`src/sv/mandelbrot_escape_time_pixel_core_defines.svh`:
```
// ----------------------------------------------------------------------------
// Mandelbrot escape-time pixel core: assertion macros
// Shared concurrent assertion forms, clocked on clk and disabled in reset.
// ----------------------------------------------------------------------------
`ifndef MANDELBROT_ESCAPE_TIME_PIXEL_CORE_DEFINES_SVH
`define MANDELBROT_ESCAPE_TIME_PIXEL_CORE_DEFINES_SVH

// same-cycle implication
`define MBET_ASSERT_IMP(name, ante, cons, msg) \
  name: assert property (@(posedge clk) disable iff (rst) (ante) |-> (cons)) \
    else $error(msg);

// next-cycle implication
`define MBET_ASSERT_NEXT(name, ante, cons, msg) \
  name: assert property (@(posedge clk) disable iff (rst) (ante) |=> (cons)) \
    else $error(msg);

`endif

```
`src/sv/mbet_pkg.sv`:
```
`timescale 1ns / 1ps
// ----------------------------------------------------------------------------
// mbet_pkg
// Types, constants and saturation helper for the Mandelbrot pixel core.
// ----------------------------------------------------------------------------
package mbet_pkg;

  // default sizes
  localparam int unsigned DEF_MAX_ITER   = 50;
  localparam int unsigned DEF_IMG_WIDTH  = 1920;
  localparam int unsigned DEF_IMG_HEIGHT = 1920;

  // fixed point format: signed Q8.24
  localparam int FRAC_BITS = 24;
  localparam int Q_W       = 32;
  localparam int PIX_W     = 11;
  localparam int DIV_W     = PIX_W + FRAC_BITS;  // pixel << 24
  localparam int SAT_W     = 48;                 // pre-saturation width
  localparam int CFG_IDX_W = 2;

  localparam logic [SAT_W-1:0] Q_HALF_W   = SAT_W'(1) << (FRAC_BITS - 1);
  localparam logic [63:0]      ESCAPE_MAG = 64'd20 << (2 * FRAC_BITS);

  // color constants
  localparam int unsigned COLOR_BASE   = 32'h009136DF;
  localparam logic [31:0] COLOR_ALPHA  = 32'h000000FF;
  localparam logic [31:0] COLOR_INSIDE = 32'h9136DFFF;

  localparam logic [31:0] INV_SCALE_RST = 32'd55924053;

  localparam int unsigned QUEUE_DEPTH = 2;

  // configuration register indexes
  typedef enum logic [CFG_IDX_W-1:0] {
    REG_INV_SCALE = 2'd0,
    REG_OFFSET_X  = 2'd1,
    REG_OFFSET_Y  = 2'd2
  } reg_idx_t;

  typedef struct packed {
    logic        [Q_W-1:0] inverse_scale;
    logic signed [Q_W-1:0] offset_x;
    logic signed [Q_W-1:0] offset_y;
  } cfg_t;

  typedef struct packed {
    logic signed [Q_W-1:0] re;
    logic signed [Q_W-1:0] im;
  } coord_t;

  typedef struct packed {
    logic full;
    logic empty;
  } q_stat_t;

  // clamp to signed Q8.24
  function automatic logic signed [Q_W-1:0] sat_q(input logic signed [SAT_W-1:0] v);
    logic signed [Q_W-1:0] r;
    if ((&v[SAT_W-1:Q_W-1]) || !(|v[SAT_W-1:Q_W-1])) r = v[Q_W-1:0];
    else if (v[SAT_W-1]) r = {1'b1, {(Q_W-1){1'b0}}};
    else r = {1'b0, {(Q_W-1){1'b1}}};
    return r;
  endfunction

endpackage

```
`src/sv/mbet_queue.sv`:
```
`timescale 1ns / 1ps
// ----------------------------------------------------------------------------
// mbet_queue
// Short FIFO of mapped points between the front and the iteration engine.
// ----------------------------------------------------------------------------
module mbet_queue import mbet_pkg::*; #(
  parameter int unsigned DEPTH = QUEUE_DEPTH
) (
  input  logic    clk,
  input  logic    rst,
  input  logic    push,
  input  coord_t  din,
  input  logic    pop,
  output coord_t  dout,
  output q_stat_t q_stat
);

  localparam int PW = (DEPTH > 1) ? $clog2(DEPTH) : 1;
  localparam int CW = $clog2(DEPTH + 1);

  coord_t        slots [DEPTH];
  logic [PW-1:0] wp;
  logic [PW-1:0] rp;
  logic [CW-1:0] cnt;

  assign q_stat.full  = (cnt == CW'(DEPTH));
  assign q_stat.empty = (cnt == '0);
  assign dout         = slots[rp];

  // pointers and fill level
  always_ff @(posedge clk) begin
    if (rst) begin
      wp  <= '0;
      rp  <= '0;
      cnt <= '0;
    end else begin
      if (push) wp <= (wp == PW'(DEPTH - 1)) ? '0 : wp + 1'b1;
      if (pop)  rp <= (rp == PW'(DEPTH - 1)) ? '0 : rp + 1'b1;
      if (push && !pop) cnt <= cnt + 1'b1;
      else if (pop && !push) cnt <= cnt - 1'b1;
    end
  end

  // storage
  always_ff @(posedge clk) begin
    if (push) slots[wp] <= din;
  end

endmodule

```
`config.mk`:
```
export PLATFORM = sky130hd
export DESIGN_NAME = mbet_queue
export DESIGN_NICKNAME = d
export VERILOG_FILES = /design/src/sv/mandelbrot_escape_time_pixel_core_defines.svh /design/src/sv/mbet_pkg.sv /design/src/sv/mbet_queue.sv
export SDC_FILE = /design/constraint.sdc
export NUM_CORES = 1
export LEC_CHECK = 0
export ABC_AREA = 0
export BUFFER_PORTS_ARGS = -buffer_cell sky130_fd_sc_hd__buf_2
export CORE_MARGIN = 3
export CORE_UTILIZATION = 49
export CTS_BUF_LIST = sky130_fd_sc_hd__clkbuf_4 sky130_fd_sc_hd__clkbuf_8
export CTS_CLUSTER_DIAMETER = 100
export DETAILED_ROUTE_END_ITERATION = 16
export PLACE_DENSITY_LB_ADDON = 0.2
export SYNTH_ARGS = -nofsm -noshare
export SYNTH_HDL_FRONTEND = slang
export SYNTH_SLANG_ARGS = --single-unit
```
`constraint.sdc`:
```
create_clock -name clk -period 3.3 [get_ports clk]
set_input_delay 0.33 -clock clk [delete_from_list [all_inputs] [get_ports clk]]
set_output_delay 0.33 -clock clk [all_outputs]
set_load 0.005 [all_outputs]
```
Word-level counts from Yosys, hierarchy flattened
Memories as Yosys holds them, arrays and structs flattened. A register that Yosys moved wholly into a read port is not among the register bits.
Index checks and enable logic that the tools add are counted.
Widths: inputs -> output; s select.
{"block": "classes", "n_reduce_logical": 6, "muxes": 8, "addsub": 4, "n_eq_ne": 1}
{"cell": "$mux 1", "count": 6}
{"cell": "$mux 2", "count": 2}
{"cell": "$add 1x1->1 const B", "count": 2}
{"cell": "$add 2x1->2 const B", "count": 1}
{"cell": "$eq 2x2->1 const B", "count": 1}
{"cell": "$logic_and 1x1->1", "count": 2}
{"cell": "$logic_not 1->1", "count": 2}
{"cell": "$logic_not 2->1", "count": 1}
{"cell": "$reduce_bool 2->1", "count": 1}
{"cell": "$sub 2x1->2 const B", "count": 1}
{"block": "totals", "memories": 1, "inputBits": 68, "ff_bits": 4, "word_cells": 23, "out_inout_bits": 66, "ram_bits": 128}
{"name": "slots", "depth": 2, "width": 64, "rd": 1, "rd_clocked_by_memory_dff": 1, "wr": 1, "line_no": "mbet_queue.sv:21", "text": "coord_t slots [DEPTH];"}

Longest topological paths before layout
{"block": "depth", "word_depth": 4, "ltp_mapped": 5, "depth_no_buf": 5}

Worst setup path before layout
No wires, ideal clock.
{"block": "synth_path", "path_kind": "reg-to-reg", "startpoint": "register wp", "endpoint": "memory slots[0][0] in the netlist's numbering, enable pin", "setup_slack_ns": -0.367, "arrival_time_ns": 3.173, "path_stages_with_launch": 2, "path_buffers": 0, "setup_time_ns": 0.494, "cell_sequence": "dfxtp_1 > nor2b_1"}
{"element": "start, declared", "line_no": "mbet_queue.sv:22", "text": "logic [PW-1:0] wp;"}
{"element": "start signal, assigned", "line_no": "mbet_queue.sv:37", "text": "if (push) wp <= (wp == PW'(DEPTH - 1)) ? '0 : wp + 1'b1;"}
{"element": "end, declared", "line_no": "mbet_queue.sv:21"}
No word-level cell before the write port.

==> qor.txt <==
clock slew at reported path FFs - 80 ps
Synth cell types - 16
CP max-delay cell - dfxtp_2
Die Ht - 105 µm
DIE AREA - 11,100 µm²
minimum clock period - 2340 ps
Core Rows - 35
status - complete, no violations
syn_nets - 290
share of layout cells above drive strength 1 - 61.5%
Synth top cells by count - 128 x edfxtp_1, 64 x mux2_2, 6 x buf_6
Post-Syn Instances - 221
synthesized flop and latch total - 133
Tcrit/Tclk final - 70.9%
initial cell density of the core - 51.5%
setup TNS - 0 ps
Fmax achieved - 427 MHz
Reg power frac - 53.8%
Clock Tree Root - clkbuf_8
FFs w/ async S/R, synth - 0%
DP Wirelength - 5.45 mm
vias in the first global route - 2,700
Avg Cell Area, Syn - 21.9 µm²
clock skew - 10.5 ps
final setup vio count - 0
Crit Path Max Fanout - 24
final wirelength - 8.34 mm
DR vias - 2,502
largest net degree at the start of global routing - 45
prevailing post-synth register cell - edfxtp_1
P_int - 2.92 mW
WP data required - 2970 ps
crit-path cells - buf_4 > mux2_2 > buf_2
arrival time worst endpoint - 2010 ps
post-detailed-route DRC marker count - 0
sequential area share after synthesis - 81.4%
via/cell ratio - 4.90
DR WL/cell - 16.3 µm
Hold Violations, Final - 0
PostCTS Resize Cnt - 0
cell taking the most area after synthesis - edfxtp_1
RSZ-0062 raised after global routing - no
global-route wire length before repair - 13.4 mm
worst-skew pair later-pin latency - 420 ps
clock network fraction of design power - 36.5%
Final ANT Viol Nets - 0
maximum VDD drop - 349 µV
Area contributors post-synth - edfxtp_1 79%, mux2_2 15%, dfxtp_1 2.1%, buf_6 1.4%, nor2_1 0.39%
CP delay by family, top - flip-flops
chip width - 105 µm
global placement routability congestion - 0.698
Final Max Tran Viols - 0
worst setup margin - 960 ps
Core ar. - 9420 µm²
reg2reg setup slack - 1660 ps
Logic pwr share - 9.7%
cts bufs inserted - 17
synthesized area - 4850 µm²
Hold Crit Start - din[40]
pwr dens - 613 nW/µm²
Synth top area share - 79.3%
Initial DRT Pass Iterations - 4
postcts setup bufs - 0
most frequent cell after synthesis - edfxtp_1
I/O pins - 134
Critical Path Start Type - flop
DP Worst Slack - 1360 ps
Synth Warn # - 0
critical path endpoint category - primary output
CTS sink count - 133
Slew HR - 51.5%
Post-synth EDFFs - 128
initial antenna violation count - 0
grt ovf - 0
DR iter-0 viols - 87
Clock Path Buffers - 2
Pleak - 2.29 nW
Setup Crit Path Kind - reg -> out
Core Util, Final - 64.5%
switching pwr - 0.801 mW
CTS tree - done
R2R Path Start - wp
hold crit path type - in -> reg
CP peak stage delay - 660 ps
CTS Hold Bufs - 0
worst-margin pin slew - 726 ps
I/O Buffers - 133
Net Sw Frac - 21.5%
H-Tree Depth - 4
max-cap viol count - 0
fin nets - 439
diode count - 0
buffers and inverters on the worst path - 2
GRT Util Overall - 15.9%
Area growth, synth to finish - 25.2%
-- path summary, 6_finish.rpt --
check,to,depth (start not counted)
max,dout[10],3
min,slots[0][40],1
max reg2reg,slots[0][46],2
min reg2reg,cnt[1],2
-- logic make-up (layout without fill, tap and decap cells) --
| logic type | Yosys count | after routing | synth area share [%] |
|---|---|---|---|
| XOR/XNOR | 4 | 4 | 0.723 |
| flip-flops | 133 | 133 | 81.4 |
| adder cells (fa/ha/maj) | 1 | 1 | 0.258 |
| AO/OA/AOI/OAI | 2 | 2 | 0.206 |
| buffers and inverters | 8 | 169 | 1.63 |
| multiplexers | 64 | 64 | 14.9 |
| AND/OR/NAND/NOR | 9 | 9 | 0.955 |
-- power by group through the flow --
stage	Clock [mW]	Combinational, mW	Sequential (mW)
global route	1.47	0.397	2.01
CTS	1.39	0.369	2.00
floorplan	0	0.207	2.03
finish	1.36	0.359	2.00
global placement	0	0.360	2.03
detailed placement	0	0.366	2.04
-- registers in the layout (all words and copies together) (netlist names), named ones only --
register	flops
slots	128
rp	1
cnt	2
wp	1
-- area by class of cell --
class / count / area, µm²
fillers: 677 / 3350
flip-flops and latches: 133 / 3950
clock buffers: 19 / 249
multi-input cells: 80 / 833
well taps: 129 / 161
inverters: 1 / 3.75
clock inverters: 12 / 156
repair buffers: 137 / 721
-- metal layers --
metal / global-route usage (%) / vias to the layer above / share of wire [%]
met5: 0 / - / 0
met4: 6.00 / 0 / 1.2
met3: 6.86 / 11 / 9.0
met2: 24.6 / 107 / 48
met1: 20.0 / 1215 / 42
li1: - / 1169 / -
-- placed cells by master, fill, tap and decap left out, types with 2 or more instances in the layout --
cell and instances:
bufinv_16 3, buf_4 2, dfxtp_1 4, xor2_1 2, clkbuf_8 17, clkinv_4 3, nor2_1 5, clkinvlp_4 3
mux2_2 64, buf_2 133, xnor2_1 2, buf_12 2, edfxtp_1 128, clkbuf_4 2
-- metrics by stage --
step / hold slack [ps] / power (mW) / cell area [µm²] / cells
finish: 93.4 / 3.72 / 6070 / 511
global route: 56.7 / 3.88 / 6070 / 511
CTS: 66.7 / 3.76 / 6070 / 511
detailed placement: 515 / 2.41 / 5660 / 480
global placement: 483 / 2.39 / 5660 / 480
floorplan: 399 / 2.23 / 4850 / 221
No activity file was read; power rests on OpenSTA's default activity.
